File: config.mk
export PLATFORM = sky130hd
export DESIGN_NAME = let_queue
export DESIGN_NICKNAME = d
export VERILOG_FILES = /design/src/rtl/let_pkg.sv /design/src/rtl/let_queue.sv
export SDC_FILE = /design/constraint.sdc
export NUM_CORES = 1
export LEC_CHECK = 0
export ABC_AREA = 0
export BUFFER_PORTS_ARGS = -buffer_cell sky130_fd_sc_hd__buf_4
export CORE_ASPECT_RATIO = 0.75
export CORE_MARGIN = 2
export CORE_UTILIZATION = 40
export CTS_BUF_LIST = sky130_fd_sc_hd__clkbuf_2 sky130_fd_sc_hd__clkbuf_4 sky130_fd_sc_hd__clkbuf_8
export DETAILED_ROUTE_END_ITERATION = 10
export MAX_ROUTING_LAYER = met4
export SETUP_SLACK_MARGIN = 0.02
export SLEW_MARGIN = 20
export SYNTH_ARGS = -nofsm -noshare
export SYNTH_HDL_FRONTEND = slang
export SYNTH_SLANG_ARGS = --single-unit
File: constraint.sdc
create_clock -name i_clk -period 11.4 [get_ports i_clk]
set_input_delay 1.14 -clock i_clk [delete_from_list [all_inputs] [get_ports i_clk]]
set_output_delay 1.14 -clock i_clk [all_outputs]
set_load 0.02 [all_outputs]
File: src/rtl/let_pkg.sv
`timescale 1ns / 1ps
`default_nettype none

package let_pkg;

    // Geometry limits and derived widths
    localparam int MAX_WIDTH  = 1024;
    localparam int MAX_HEIGHT = 1024;
    localparam int COL_W      = $clog2(MAX_WIDTH);
    localparam int ROW_W      = $clog2(MAX_HEIGHT);
    localparam int DIM_W      = 11;
    localparam int SLOT_W     = 2;
    localparam int ADDR_W     = SLOT_W + COL_W;
    localparam int RAM_DEPTH  = 3 * MAX_WIDTH;
    localparam int GREY_W     = 8;
    localparam int THR_W      = 8;
    localparam int LAP_W      = GREY_W + 4;

    // Luma weights, Q0.16, and rounding term
    localparam logic [15:0] WGT_RED   = 16'd19595;
    localparam logic [15:0] WGT_GREEN = 16'd38470;
    localparam logic [15:0] WGT_BLUE  = 16'd7471;
    localparam logic [23:0] GREY_RND  = 24'd32768;

    // Request op codes
    localparam logic OP_PIXEL = 1'b0;
    localparam logic OP_DRAIN = 1'b1;

    // Configuration register indexes
    localparam logic [1:0] REG_IMAGE_WIDTH    = 2'd0;
    localparam logic [1:0] REG_IMAGE_HEIGHT   = 2'd1;
    localparam logic [1:0] REG_EDGE_THRESHOLD = 2'd2;

    // Command passed from the front end to the back end
    typedef struct packed {
        logic                res;
        logic [SLOT_W-1:0]   a_slot;
        logic [SLOT_W-1:0]   b_slot;
        logic [COL_W-1:0]    col;
        logic [COL_W-1:0]    west;
        logic [COL_W-1:0]    east;
        logic                n_is_cen;
        logic                s_is_grey;
        logic [GREY_W-1:0]   grey;
        logic                we;
        logic [SLOT_W-1:0]   w_slot;
        logic [COL_W-1:0]    wcol;
        logic [COL_W-1:0]    out_col;
        logic [ROW_W-1:0]    out_row;
        logic                done;
    } t_cmd;

endpackage

`default_nettype wire

File: src/rtl/let_queue.sv
`timescale 1ns / 1ps
`default_nettype none

module let_queue (
    input  wire logic          i_clk,
    input  wire logic          i_rst_n,
    input  wire logic          i_push,
    input  wire let_pkg::t_cmd i_cmd,
    output      logic          o_ready,
    input  wire logic          i_pop,
    output      logic          o_valid,
    output      let_pkg::t_cmd o_cmd
);

    let_pkg::t_cmd r_ent [0:1];
    logic          r_wptr, r_rptr;
    logic [1:0]    r_count;

    assign o_ready = (r_count != 2'd2);
    assign o_valid = (r_count != 2'd0);
    assign o_cmd   = r_ent[r_rptr];

    // Two-entry command queue
    always_ff @(posedge i_clk) begin
        if (i_push) begin
            r_ent[r_wptr] <= i_cmd;
        end
    end

    always_ff @(posedge i_clk) begin
        if (!i_rst_n) begin
            r_wptr  <= 1'b0;
            r_rptr  <= 1'b0;
            r_count <= 2'd0;
        end else begin
            if (i_push) begin
                r_wptr <= ~r_wptr;
            end
            if (i_pop) begin
                r_rptr <= ~r_rptr;
            end
            r_count <= r_count + {1'b0, i_push} - {1'b0, i_pop};
        end
    end

    a_no_overflow: assert property (@(posedge i_clk) disable iff (!i_rst_n)
        !(i_push && (r_count == 2'd2)))
        else $error("push into full queue");
    a_no_underflow: assert property (@(posedge i_clk) disable iff (!i_rst_n)
        !(i_pop && (r_count == 2'd0)))
        else $error("pop from empty queue");
    a_count_ptrs: assert property (@(posedge i_clk) disable iff (!i_rst_n)
        (r_count == 2'd1) |-> (r_wptr != r_rptr))
        else $error("queue pointers disagree with count");

endmodule

`default_nettype wire

Word level (Yosys, flattened, before mapping)
Memories as Yosys holds them, arrays and structs flattened. A register that Yosys moved wholly into a read port is not among the register bits.
Cells that the tools add are included.
{ "word_totals": {"register_bits": 4, "mem_bits_rw": 158, "inputBits": 83, "output_inout_bits": 81, "elab_cells": 14, "mem_count": 1} }
{ "classes": {"n_addsub": 2, "eq_ne": 1, "muxes": 4, "n_bitwise": 2, "reduce_logical": 1} }
{ "memory_table": {"columns": ["memory", "depth", "width", "rd", "rd_clocked_by_memory_dff", "wr", "line_no", "rtl"], "rows": [
  ["r_ent", 2, 79, 1, 1, 1, "let_queue.sv:15", "let_pkg::t_cmd r_ent [0:1];"]
]} }
{ "ops": {"columns": ["operator", "n"], "rows": [
  ["$mux 1", 4],
  ["$add 2x1->2", 1],
  ["$ne 2x2->1 const B", 1],
  ["$not 1->1", 2],
  ["$reduce_bool 2->1", 1],
  ["$sub 2x1->2", 1]
]} }

Longest topological paths before layout
{ "depth": {"depth_word": 3, "ltp_mapped": 6, "ltp_nobuf": 6} }

Worst setup path after synthesis
No wires, ideal clock.
{ "synth_path": {"kind": "input-to-reg", "startpoint": "in i_push", "endpoint": "mem r_ent[0][0] (netlist name), enable pin", "setup_time_ns": 0.527, "arrival_ns": 4.626, "required_time_ns": 10.873, "slack_ns": 6.247, "path_stages": 1, "n_path_buf": 0, "path_cell_list": "nor2b_1"} }
{ "synth_between": {"elab_chain_len": 2} }
{ "synth_rtl": {"columns": ["item", "line_no", "rtl"], "rows": [
  ["start: declaration", "let_queue.sv:7", "input wire logic i_push,"],
  ["$mux 1", "let_queue.sv:25", "if (i_push) begin"],
  ["$mux 1 (not written as such)", "let_queue.sv:26", "r_ent[r_wptr] <= i_cmd;"],
  ["end: declaration", "let_queue.sv:15", null]
]} }
Every way passes these cells.

==> out/qor.txt <==
Root Driver: clkbuf_8
worst setup margin: 8180 ps
wire length per cell: 16.4 µm
Post-Syn Instances: 267
Design Area, Final: 7850 µm²
worst slack, placed: 8620 ps
RSZ-0062 raised after global routing: no
Core Area: 14500 µm²
synthesized net count: 352
hold_ws: 589 ps
Die H: 110 µm
Post-route DRC: 0
antenna violations before repair: 0
MaxCap Viol Count: 0
Worst R2R Start: r_wptr$_SDFFE_PN0P_
area of the multi-input gates: 1050 µm²
# rows: 38
die footprint: 15900 µm²
most frequent cell after synthesis: edfxtp_1
Post-synth top cells: edfxtp_1 (158), mux2_2 (69), mux2_4 (10)
Setup crit end: o_cmd[16]
starting density of the core: 41.1%
Setup crit end kind: output pin
share of layout cells above drive strength 1: 61.6%
Yosys cell types: 15
status: completed
Area after DPL: 7420 µm²
Final Setup Violations: 0
Warnings, synthesis: 0
routed via count: 3008
ys flop type: edfxtp_1
Setup CP Type: reg -> out
Mean Syn Cell Area: 22.3 µm²
Die X: 145 µm
power per cell area: 168 nW/µm²
synthesized area: 5960 µm²
R2R Path End: r_ent[1][56]$_DFFE_PP_
ys async rst share: 0%
Clock Tree Buf Depth: 2
port bufs: 163
Synth top area share: 79.6%
routability cong.: 0.698
Area Overhead vs Synth: 31.7%
CP Max Fanout: 42
CTS Hold Bufs: 0
Clk Latency, worst-skew pair: 430 ps
critical path arrival: 2080 ps
min Tclk post-route: 3220 ps
Final Hold Fails: 0
H-tree lvl count: 4
Clk pin slew, worst setup/hold paths: 80 ps
number of clock sinks: 163
Least-Margin Pin Slew: 810 ps
reg2reg path depth: 2
worst vdd ir: 0.0743 mV
post-DR vias/cell: 4.59
DRT antenna net count: 0
first-pass GRT wire length: 16.1 mm
CTS tree: done
fin crit share: 28.2%
DP Wirelength: 6.75 mm
total gr overflow: 0
flops & latches, synth: 163
setup TNS: 0 ps
cts bufs inserted: 17
Final Slew Violations: 0
number of gates resized after CTS: 0
Reg area: 4850 µm²
register area share after synthesis: 81.3%
Pre-antenna DRT Iters: 4
vias in the first global route: 3180
area leader, netlist: edfxtp_1
synth top area cells: edfxtp_1 (80%), mux2_2 (13%), mux2_4 (2.5%)
Leak: 2.95 nW
1st-iter DRT viols: 191
Layout fillers: 1198
Hold Path Class: reg -> reg
Fmax: 311 MHz
ANT cells: 0
number of enable flip-flop cells after synthesis: 158
largest net degree at the start of global routing: 81
R2R Setup Slk: 9820 ps
Worst EP required: 10260 ps
total track usage: 14.2%
worst rel slew slack: 46.0%
routed wire length: 10.8 mm
IO Pins: 164
Post-CTS Repair Setup Buffers: 0
nets@finish: 528
Setup crit start kind: flip-flop
Final Skew: 8.62 ps
==> area by class of cell <==
type	instances	share of cell area [%]
Timing Repair Buffer	166	16.1
Clock inverter	8	1.24
Multi-Input combinational cell	93	13.4
Tap cell	200	3.19
Inverter	2	0.0956
Clock buffer	24	4.13
Sequential cell	163	61.8
==> worst min-delay path by stage <==
| stage | from | to | slack [ps] | depth (start not counted) |
|---|---|---|---|---|
| 2_1_floorplan | r_rptr$_SDFFE_PN0P_ | flip-flop | 550 | 2 |
| 3_3_place_gp | r_rptr$_SDFFE_PN0P_ | flip-flop | 560 | 2 |
| 3_5_place_dp | r_rptr$_SDFFE_PN0P_ | r_rptr$_SDFFE_PN0P_ | 570 | 2 |
| 4_1_cts | r_rptr$_SDFFE_PN0P_ | r_rptr$_SDFFE_PN0P_ | 590 | 2 |
| 5_1_grt | r_rptr$_SDFFE_PN0P_ | r_rptr$_SDFFE_PN0P_ | 600 | 2 |
| 6_report | r_rptr$_SDFFE_PN0P_ | r_rptr$_SDFFE_PN0P_ | 590 | 2 |
==> state kept, by name, indices dropped and copies added, names as in the netlist, named ones only <==
name and count:
r_ent 158, r_count 2, r_rptr 1, r_wptr 1
==> through the flow <==
step                      utilization (%)  std cells  total power, W
after floorplan                         -        267        0.000822
after global placement               51.0        623        0.000903
after detailed placement             51.2        624        0.000906
after CTS                            54.1        656         0.00134
after global routing                 54.1        656         0.00137
final                                54.1        656         0.00132
==> power by group <==
| group | switching (W) | total [W] | internal (W) | leakage, nW |
|---|---|---|---|---|
| clock network | 0.000196 | 0.000427 | 0.000231 | 0.210 |
| logic | 0.0000913 | 0.000185 | 0.0000937 | 1.21 |
| registers | 0.0000129 | 0.000705 | 0.000692 | 1.53 |
==> routing by layer <==
metal	global-route usage [%]	share of wire, %	vias up
met5	-	0	-
met4	5.52	1.3	0
met3	7.01	10	13
met2	21.0	45	112
met1	16.9	44	1481
li1	-	-	1402
==> worst max-delay path, stage by stage, from the launching register on <==
cell and delay, ps:
dfxtp_4 740, buf_12 320, mux2_2 390, buf_4 160
==> placed cells by master, fill, tap and decap left out <==
cell type	n
buf_4	163
edfxtp_1	158
mux2_2	69
clkbuf_8	23
mux2_4	10
dfxtp_1	4
and2_1	3
clkinvlp_4	3
clkinv_2	3
inv_1	2
nor2b_1	2
ha_1	2
bufinv_16	2
buf_6	2
and2_4	1
or2_2	1
xor2_1	1
nand2_1	1
nor2b_4	1
o21a_1	1
xnor3_1	1
dfxtp_4	1
clkbuf_4	1
buf_12	1
==> logic make-up (layout without fill, tap and decap cells) <==
logic type | Yosys count | in the layout | synth area share [%]
XOR/XNOR | 2 | 2 | 0.525
buffers and inverters | 11 | 200 | 1.20
AND/OR/NAND/NOR | 9 | 9 | 0.903
AO/OA/AOI/OAI | 1 | 1 | 0.126
multiplexers | 79 | 79 | 15.6
adder cells (fa/ha/maj) | 2 | 2 | 0.420
flip-flops | 163 | 163 | 81.3
Power figures use the tool's default switching activity.
