File: config.mk
export PLATFORM = sky130hd
export DESIGN_NAME = let_front
export DESIGN_NICKNAME = d
export VERILOG_FILES = /design/src/rtl/let_pkg.sv /design/src/rtl/let_front.sv
export SDC_FILE = /design/constraint.sdc
export NUM_CORES = 1
export LEC_CHECK = 0
export BUFFER_PORTS_ARGS = -buffer_cell sky130_fd_sc_hd__buf_2
export CORE_AREA = 5 5 182 184
export CTS_BUF_LIST = sky130_fd_sc_hd__clkbuf_16
export DETAILED_ROUTE_END_ITERATION = 10
export DIE_AREA = 0 0 187 189
export GPL_TIMING_DRIVEN = 0
export PLACE_DENSITY_LB_ADDON = 0.2
export SLEW_MARGIN = 20
export SYNTH_ARGS = -nofsm -noshare
export SYNTH_HDL_FRONTEND = slang
export SYNTH_SLANG_ARGS = --single-unit
File: constraint.sdc
create_clock -name i_clk -period 21.6 [get_ports i_clk]
set_input_delay 2.16 -clock i_clk [delete_from_list [all_inputs] [get_ports i_clk]]
set_output_delay 2.16 -clock i_clk [all_outputs]
set_load 0.01 [all_outputs]
File: src/rtl/let_pkg.sv
`timescale 1ns / 1ps
`default_nettype none

package let_pkg;

    // Geometry limits and derived widths
    localparam int MAX_WIDTH  = 1024;
    localparam int MAX_HEIGHT = 1024;
    localparam int COL_W      = $clog2(MAX_WIDTH);
    localparam int ROW_W      = $clog2(MAX_HEIGHT);
    localparam int DIM_W      = 11;
    localparam int SLOT_W     = 2;
    localparam int ADDR_W     = SLOT_W + COL_W;
    localparam int RAM_DEPTH  = 3 * MAX_WIDTH;
    localparam int GREY_W     = 8;
    localparam int THR_W      = 8;
    localparam int LAP_W      = GREY_W + 4;

    // Luma weights, Q0.16, and rounding term
    localparam logic [15:0] WGT_RED   = 16'd19595;
    localparam logic [15:0] WGT_GREEN = 16'd38470;
    localparam logic [15:0] WGT_BLUE  = 16'd7471;
    localparam logic [23:0] GREY_RND  = 24'd32768;

    // Request op codes
    localparam logic OP_PIXEL = 1'b0;
    localparam logic OP_DRAIN = 1'b1;

    // Configuration register indexes
    localparam logic [1:0] REG_IMAGE_WIDTH    = 2'd0;
    localparam logic [1:0] REG_IMAGE_HEIGHT   = 2'd1;
    localparam logic [1:0] REG_EDGE_THRESHOLD = 2'd2;

    // Command passed from the front end to the back end
    typedef struct packed {
        logic                res;
        logic [SLOT_W-1:0]   a_slot;
        logic [SLOT_W-1:0]   b_slot;
        logic [COL_W-1:0]    col;
        logic [COL_W-1:0]    west;
        logic [COL_W-1:0]    east;
        logic                n_is_cen;
        logic                s_is_grey;
        logic [GREY_W-1:0]   grey;
        logic                we;
        logic [SLOT_W-1:0]   w_slot;
        logic [COL_W-1:0]    wcol;
        logic [COL_W-1:0]    out_col;
        logic [ROW_W-1:0]    out_row;
        logic                done;
    } t_cmd;

endpackage

`default_nettype wire

File: src/rtl/let_front.sv
`timescale 1ns / 1ps
`default_nettype none

module let_front (
    input  wire logic                        i_clk,
    input  wire logic                        i_rst_n,
    input  wire logic                        i_cfg_valid,
    output      logic                        o_cfg_ready,
    input  wire logic [1:0]                  i_cfg_index,
    input  wire logic [let_pkg::DIM_W-1:0]   i_cfg_data,
    input  wire logic                        i_in_valid,
    output      logic                        o_in_ready,
    input  wire logic                        i_op,
    input  wire logic [7:0]                  i_red_level,
    input  wire logic [7:0]                  i_green_level,
    input  wire logic [7:0]                  i_blue_level,
    input  wire logic                        i_q_ready,
    output      logic                        o_push,
    output      let_pkg::t_cmd               o_cmd,
    output      logic [let_pkg::THR_W-1:0]   o_threshold
);

    // Configuration registers
    logic [let_pkg::DIM_W-1:0]  r_img_width, r_img_height;
    logic [let_pkg::THR_W-1:0]  r_threshold;

    // Scan and drain state
    logic [let_pkg::COL_W-1:0]  r_in_col, n_in_col;
    logic [let_pkg::ROW_W-1:0]  r_in_row, n_in_row;
    logic [let_pkg::SLOT_W-1:0] r_row_slot, n_row_slot;
    logic [let_pkg::COL_W-1:0]  r_drain_col, n_drain_col;
    logic                       r_dr_pending, n_dr_pending;
    logic [let_pkg::DIM_W-1:0]  r_dr_width, n_dr_width;
    logic [let_pkg::ROW_W-1:0]  r_dr_row, n_dr_row;
    logic [let_pkg::SLOT_W-1:0] r_dr_slot, n_dr_slot;
    logic [let_pkg::SLOT_W-1:0] r_dr_north, n_dr_north;

    logic [let_pkg::DIM_W-1:0]  w, h;
    logic [let_pkg::COL_W-1:0]  c;
    logic [let_pkg::ROW_W-1:0]  rr;
    logic [let_pkg::SLOT_W-1:0] cur, prev, prev2;
    logic [23:0]                grey_sum;
    logic [let_pkg::GREY_W-1:0] grey;
    logic                       drain_fire;
    logic [let_pkg::DIM_W-1:0]  d_inc, c_inc, r_inc;
    logic                       d_done;
    let_pkg::t_cmd              cmd;

    assign o_cfg_ready = 1'b1;
    assign o_in_ready  = i_q_ready;
    assign o_push      = i_in_valid & i_q_ready;
    assign o_cmd       = cmd;
    assign o_threshold = r_threshold;

    // Effective geometry and saturated position
    always_comb begin
        if (r_img_width == '0) begin
            w = let_pkg::DIM_W'(1);
        end else if (r_img_width > let_pkg::DIM_W'(let_pkg::MAX_WIDTH)) begin
            w = let_pkg::DIM_W'(let_pkg::MAX_WIDTH);
        end else begin
            w = r_img_width;
        end
        if (r_img_height == '0) begin
            h = let_pkg::DIM_W'(1);
        end else if (r_img_height > let_pkg::DIM_W'(let_pkg::MAX_HEIGHT)) begin
            h = let_pkg::DIM_W'(let_pkg::MAX_HEIGHT);
        end else begin
            h = r_img_height;
        end
        c  = ({1'b0, r_in_col} < w) ? r_in_col : let_pkg::COL_W'(w - 1'b1);
        rr = ({1'b0, r_in_row} < h) ? r_in_row : let_pkg::ROW_W'(h - 1'b1);
        c_inc = {1'b0, c} + 1'b1;
        r_inc = {1'b0, rr} + 1'b1;
        d_inc = {1'b0, r_drain_col} + 1'b1;
        d_done = d_inc >= r_dr_width;
    end

    // Line buffer slot rotation
    always_comb begin
        cur   = r_row_slot;
        prev  = (cur == 2'd0) ? 2'd2 : cur - 2'd1;
        prev2 = (cur == 2'd2) ? 2'd0 : cur + 2'd1;
    end

    // Grey conversion, rounded Q0.16
    always_comb begin
        grey_sum = 24'(let_pkg::WGT_RED * i_red_level)
                 + 24'(let_pkg::WGT_GREEN * i_green_level)
                 + 24'(let_pkg::WGT_BLUE * i_blue_level)
                 + let_pkg::GREY_RND;
        grey = grey_sum[23:16];
    end

    assign drain_fire = r_dr_pending & ((i_op == let_pkg::OP_DRAIN) | (rr == '0));

    // Classify the request into a back-end command
    always_comb begin
        cmd           = '0;
        cmd.grey      = grey;
        cmd.w_slot    = cur;
        cmd.wcol      = c;
        if (drain_fire) begin
            cmd.res      = 1'b1;
            cmd.a_slot   = r_dr_slot;
            cmd.b_slot   = r_dr_north;
            cmd.col      = r_drain_col;
            cmd.west     = (r_drain_col != '0) ? r_drain_col - 1'b1 : '0;
            cmd.east     = (d_inc < r_dr_width) ? let_pkg::COL_W'(d_inc)
                                                : let_pkg::COL_W'(r_dr_width - 1'b1);
            cmd.out_col  = r_drain_col;
            cmd.out_row  = r_dr_row;
            cmd.done     = d_done;
        end else if ((i_op == let_pkg::OP_PIXEL) && (rr != '0)) begin
            cmd.res       = 1'b1;
            cmd.a_slot    = prev;
            cmd.b_slot    = prev2;
            cmd.col       = c;
            cmd.west      = (c != '0) ? c - 1'b1 : '0;
            cmd.east      = (c_inc < w) ? let_pkg::COL_W'(c_inc)
                                        : let_pkg::COL_W'(w - 1'b1);
            cmd.n_is_cen  = (rr == let_pkg::ROW_W'(1));
            cmd.s_is_grey = 1'b1;
            cmd.out_col   = c;
            cmd.out_row   = rr - 1'b1;
        end
        // The pixel write goes to the current column of the incoming row
        if (i_op == let_pkg::OP_PIXEL) begin
            cmd.we = 1'b1;
        end
    end

    // Next scan and drain state
    always_comb begin
        n_in_col     = r_in_col;
        n_in_row     = r_in_row;
        n_row_slot   = r_row_slot;
        n_drain_col  = r_drain_col;
        n_dr_pending = r_dr_pending;
        n_dr_width   = r_dr_width;
        n_dr_row     = r_dr_row;
        n_dr_slot    = r_dr_slot;
        n_dr_north   = r_dr_north;
        if (drain_fire) begin
            n_drain_col = let_pkg::COL_W'(d_inc);
            if (d_done) begin
                n_dr_pending = 1'b0;
                n_drain_col  = '0;
            end
        end else if (r_dr_pending && (i_op == let_pkg::OP_PIXEL)) begin
            n_dr_pending = 1'b0;
            n_drain_col  = '0;
        end
        if (i_op == let_pkg::OP_PIXEL) begin
            if (c_inc >= w) begin
                if (r_inc >= h) begin
                    n_dr_pending = 1'b1;
                    n_drain_col  = '0;
                    n_dr_width   = w;
                    n_dr_row     = rr;
                    n_dr_slot    = cur;
                    n_dr_north   = (rr != '0) ? prev : cur;
                    n_in_row     = '0;
                end else begin
                    n_in_row = let_pkg::ROW_W'(r_inc);
                end
                n_in_col   = '0;
                n_row_slot = prev2;
            end else begin
                n_in_col = let_pkg::COL_W'(c_inc);
                n_in_row = rr;
            end
        end
    end

    // Configuration writes
    always_ff @(posedge i_clk) begin
        if (!i_rst_n) begin
            r_img_width  <= let_pkg::DIM_W'(let_pkg::MAX_WIDTH);
            r_img_height <= let_pkg::DIM_W'(let_pkg::MAX_HEIGHT);
            r_threshold  <= '0;
        end else if (i_cfg_valid) begin
            case (i_cfg_index)
                let_pkg::REG_IMAGE_WIDTH:    r_img_width  <= i_cfg_data;
                let_pkg::REG_IMAGE_HEIGHT:   r_img_height <= i_cfg_data;
                let_pkg::REG_EDGE_THRESHOLD: r_threshold  <= i_cfg_data[let_pkg::THR_W-1:0];
                default: ;
            endcase
        end
    end

    // Scan state update on each accepted request
    always_ff @(posedge i_clk) begin
        if (!i_rst_n) begin
            r_in_col     <= '0;
            r_in_row     <= '0;
            r_row_slot   <= '0;
            r_drain_col  <= '0;
            r_dr_pending <= 1'b0;
            r_dr_width   <= '0;
            r_dr_row     <= '0;
            r_dr_slot    <= '0;
            r_dr_north   <= '0;
        end else if (o_push) begin
            r_in_col     <= n_in_col;
            r_in_row     <= n_in_row;
            r_row_slot   <= n_row_slot;
            r_drain_col  <= n_drain_col;
            r_dr_pending <= n_dr_pending;
            r_dr_width   <= n_dr_width;
            r_dr_row     <= n_dr_row;
            r_dr_slot    <= n_dr_slot;
            r_dr_north   <= n_dr_north;
        end
    end

    a_slot_range: assert property (@(posedge i_clk) disable iff (!i_rst_n)
        r_row_slot != 2'd3)
        else $error("row slot out of range");
    a_drain_col: assert property (@(posedge i_clk) disable iff (!i_rst_n)
        r_dr_pending |-> ({1'b0, r_drain_col} < r_dr_width))
        else $error("drain column beyond latched width");
    a_drain_slot: assert property (@(posedge i_clk) disable iff (!i_rst_n)
        r_dr_pending |-> (r_dr_slot != r_row_slot))
        else $error("drained row shares the slot being written");

endmodule

`default_nettype wire

Word level (Yosys, flattened, before mapping)

Cells that the tools add are included.

Input bits: 43
Word-level logic and storage cells: 97
Register bits after elaboration: 88
Output and inout bits: 90

Add/subtract/negate cells: 14
Multiply operators: 3
$lt $le $gt $ge: 9
Bitwise gates (word level): 4
Reductions and logical operators: 16
Equality and inequality tests: 4
Muxes and demuxes: 35

Operators with widths:

| kind                                                                  | count |
|---|---|
| 10-bit two-way mux                                                    | 15 |
| 10-bit by 1-bit subtractor with 10-bit output (second input constant) | 6 |
| 15-bit by 8-bit multiplier with 23-bit output (first input constant)  | 2 |
| 11-bit two-way mux                                                    | 4 |
| 20-bit two-way mux                                                    | 2 |
| 37-bit two-way mux                                                    | 1 |
| 35-bit two-way mux                                                    | 1 |
| 10-bit by 1-bit adder with 11-bit output (second input constant)      | 3 |
| 11-bit >= comparator                                                  | 3 |
| 10-bit nonzero test                                                   | 3 |
| 23-bit by 24-bit adder with 24-bit output                             | 1 |
| 24-bit by 16-bit adder with 24-bit output (second input constant)     | 1 |
| 24-bit by 21-bit adder with 24-bit output                             | 1 |
| 11-bit > comparator (second input constant)                           | 2 |
| 11-bit zero test                                                      | 2 |
| 10-bit by 11-bit < comparator with 1-bit output                       | 2 |
| 11-bit < comparator                                                   | 2 |
| 13-bit by 8-bit multiplier with 21-bit output (first input constant)  | 1 |
| 10-bit by 1-bit == test with 1-bit output (second input constant)     | 1 |
| 10-bit zero test                                                      | 1 |
| 1-bit two-way mux                                                     | 8 |
| 2-bit two-way mux                                                     | 4 |
| 2-bit AND reduction                                                   | 4 |
| 2-bit == test (second input constant)                                 | 2 |
| 10 further kinds                                                      | 13 |

Longest topological paths before layout

Depth after elaboration: 12
Mapped depth: 31
Mapped depth without buffers: 30

Worst setup path after synthesis

Ideal clock, no wire load.

Path kind: input-to-output
From: in i_green_level[5]
To: out o_cmd[41] in the netlist's numbering
Stages: 29
Arrival time: 9122 ps
Required time: 19440 ps
Path slack: 10318 ps
Buffers on the path: 0
Cells stage by stage: ha_1 inv_1 fa_1 fa_1 inv_1 ha_1 and3b_1 o21a_1 o21a_1 o311a_1 o21a_1 nor2_1 xnor2_1 ha_1 ha_1 fa_1 inv_1 fa_1 fa_1 inv_1 ha_1 nand3_1 or4_1 o221ai_1 o41a_1 a211oi_1 a21oi_1 xnor2_1 xor2_1

RTL lines:

| what        | RTL line        | source |
|---|---|---|
| from (decl) | let_front.sv:15 | `input wire logic [7:0] i_green_level,` |
| to (decl)   | let_front.sv:19 | `output let_pkg::t_cmd o_cmd,` |

==> summary.txt <==
Outcome
  • Status: finished clean

STA
  • Final Slew Violations: 0
  • Post-route clock skew: 0.0107 ns
  • RSZ-0062 raised after global routing: false
  • Period minus WS final: 12.19 ns
  • Final setup violation count: 0
  • Final clock period utilization by the worst path: 56.4%
  • Highest attainable clock frequency: 82.1 MHz
  • Transition time at the pin with the least slew margin: 1.04 ns
  • Final total negative setup slack: 0 ns
  • Final Hold Slack: 0.457 ns
  • Worst slew margin relative to its limit: 29.9%
  • Hold Fails Final Rpt: 0

Clocking
  • Cell chosen for the clock root: sky130_fd_sc_hd__clkbuf_16
  • Clk buf depth: 2
  • Clock sink total: 88
  • TritonCTS clock tree: yes
  • Hold_buf cts: 0
  • Clock slew seen by the registers of the worst setup and hold paths: 0.06 ns
  • Count of instances resized after the clock tree is built: 0
  • Number of setup buffers added after CTS: 0
  • Skew-Pair Late Insertion Delay: 0.35 ns
  • Number of levels the H-tree was split into: 3
  • CTS buffer count: 9

GRT
  • Total routing resource utilization after global routing: 22.4%
  • Total grt overflow: 0
  • Met3 GRT Util: 2.23%
  • Number of antenna violations at the first check in global routing: 0
  • GRT met1 Usage: 28.8%
  • GR Layer Usage met2: 40.6%
  • Number of global-route vias before repair: 12300
  • Pin count of the biggest net entering global routing: 16
  • Wire length of the first global-routing pass: 64900 um
  • Most Used Layer, Global Route: met2

Route
  • Vias: 12300
  • Number of vias per cell: 5.56
  • Detailed-route wire length per cell: 18.2 um
  • Remaining design rule violation count: 0
  • Router iterations before antenna repair: 5
  • Starting DRC count in detailed routing: 737
  • Antenna Nets Post-Route: 0
  • Routed Wire Length: 40100 um

Placement
  • Final HPWL from detailed placement: 33800 um
  • Input/output buffers: 130
  • Post-Place Cell Area: 15000 um^2
  • Cell count after placement: 2189
  • GPL Wtd Cong: 0.931

Cells and area
  • Most common cell after layout, fill and taps aside: sky130_fd_sc_hd__inv_1
  • Number of nets in the finished design: 2188
  • Non-Filler Instances: 2205
  • Area growth syn-to-layout: 10.4%
  • Cell area after layout: 15300 um^2
  • # diodes: 0
  • Commonest cells after routing, fill and taps aside: sky130_fd_sc_hd__inv_1, sky130_fd_sc_hd__ha_1, sky130_fd_sc_hd__buf_2
  • Utilization after layout: 49.1%
  • Fraction of final layout cells with drive strength greater than 1: 12.1%

Yosys
  • Average cell area after synthesis: 8.38 um^2
  • Number of flops mapped to enable cells by yosys: 0
  • Cell area after synthesis: 13900 um^2
  • Async set-or-reset flop fraction in the synthesized netlist: 0%
  • Most common flop cell mapped by yosys: sky130_fd_sc_hd__dfxtp_1
  • Synthesized netlist cell count: 1657
  • Distinct cell type count after synthesis: 86
  • Synth warn: 0
  • Register bit total from synthesis: 88
  • Post-Syn Nets: 2047
  • Sequential cell area fraction in the yosys report: 12.7%

Critical path
  • Critical path class: input port to primary output
  • Critical path endpoint category: primary output
  • Cell with the largest stage delay on the worst path: sky130_fd_sc_hd__fa_1
  • Arr. time, crit path: 10.03 ns
  • CP Max Fanout: 6
  • Critical path required time: 19.44 ns
  • Max incr delay on CP: 0.55 ns
  • Worst Setup Start Kind: input port

Floorplan
  • Area of the core: 31200 um^2
  • Width of the chip: 187 um
  • Die Span Y: 189 um
  • Count of pins on the block boundary: 133
  • Die Outline Area: 35300 um^2
  • Num rows: 65
  • Initial core utilization: 44.5%

Power
  • Standby leakage power: 0.00762 uW
  • Worst vdd ir: 0.000239 V
  • Power per standard cell area: 126 nW/um^2

Run
  • # Max-Cap Violations: 0

Hold path
  • Worst min path class: flop to flop
-- cell usage after synthesis, drive strengths merged, types with 11 or more instances --
cell / number / area [um^2]
a211oi: 12 / 90.1
a21o: 25 / 188
a21oi: 68 / 340
a31oi: 13 / 81.3
and3: 14 / 87.6
buf: 36 / 236
clkbuf: 34 / 128
dfxtp: 88 / 1760
fa: 119 / 2380
ha: 228 / 2850
inv: 251 / 942
mux2i: 43 / 468
nand2: 121 / 464
nand2b: 15 / 93.8
nand3: 61 / 305
nand4: 13 / 81.3
nor2: 127 / 479
nor2b: 14 / 87.6
nor3: 40 / 205
nor4: 11 / 105
o211ai: 12 / 90.1
o21a: 12 / 90.1
o21ai: 74 / 370
o22ai: 14 / 87.6
xnor2: 54 / 480
xor2: 24 / 210
-- worst paths after layout --
| check | end | depth (start not counted) | startpoint | slack (ns) |
|---|---|---|---|---|
| worst max-delay path | o_cmd[41] | 31 | i_green_level[5] | 9.41 |
| worst min-delay path | r_dr_slot[1]$_SDFFE_PN0P_ | 2 | r_dr_slot[1]$_SDFFE_PN0P_ | 0.46 |
| worst max register to register | r_dr_width[1]$_SDFFE_PN0P_ | 30 | r_img_height[10]$_SDFFE_PN1P_ | 13.89 |
| worst min register to register | r_dr_slot[1]$_SDFFE_PN0P_ | 2 | r_dr_slot[1]$_SDFFE_PN0P_ | 0.46 |
-- metrics by stage --
step,power (uW),worst slack (ns)
2_1_floorplan,1290,10.32
6_report,1930,9.41
4_1_cts,1970,9.34
3_5_place_dp,1800,9.36
3_3_place_gp,1760,9.42
5_1_grt,2170,8.94
-- final cells by class --
class | count | area (um^2)
fill | 3118 | 15900
multi-input combinational | 1246 | 10800
sequential | 88 | 1760
inverter | 253 | 950
timing repair buffer | 130 | 651
tap | 402 | 503
buffer | 70 | 364
clock buffer | 9 | 225
clock inverter | 7 | 68.8
-- cells by family after synthesis --
kind of cell	count (synthesis)	share of synthesized area (%)
compound gates	312	15.2
fa+ha+maj	347	37.7
flops	88	12.7
xor+xnor	78	4.97
buf+inv	323	9.46
other cells	1	0.0270
simple gates	461	16.2
mux	47	3.69
-- worst max-delay path: cells and delay by family --
kind / cells / cell delay, ns
fa+ha+maj: 10 / 4.04
compound gates: 8 / 1.92
simple gates: 4 / 0.93
buf+inv: 6 / 0.52
xor+xnor: 3 / 0.43
-- sequential cells by signal, indices dropped and copies added, names as in the netlist, 8 cells and up --
name          count
r_img_width      11
r_in_col         10
r_img_height     11
o_threshold       8
r_in_row         10
r_drain_col      10
r_dr_row         10
r_dr_width       11
-- report_power, final --
part / internal, uW / leakage, uW / switching (uW)
Sequential: 165 / 0.000711 / 4.04
Clock: 89.7 / 0.000144 / 68.8
Combinational: 685 / 0.00676 / 913
Total: 940 / 0.00762 / 986
-- metal layers --
layer | share of wire (%) | vias up | routed length (um)
met2 | 50 | 335 | 20100
met1 | 44 | 5913 | 17500
met3 | 4.4 | 43 | 1770
met5 | 0 | - | 0
li1 | - | 5962 | -
met4 | 1.8 | 0 | 709
No activity file was read; power rests on OpenSTA's default activity.
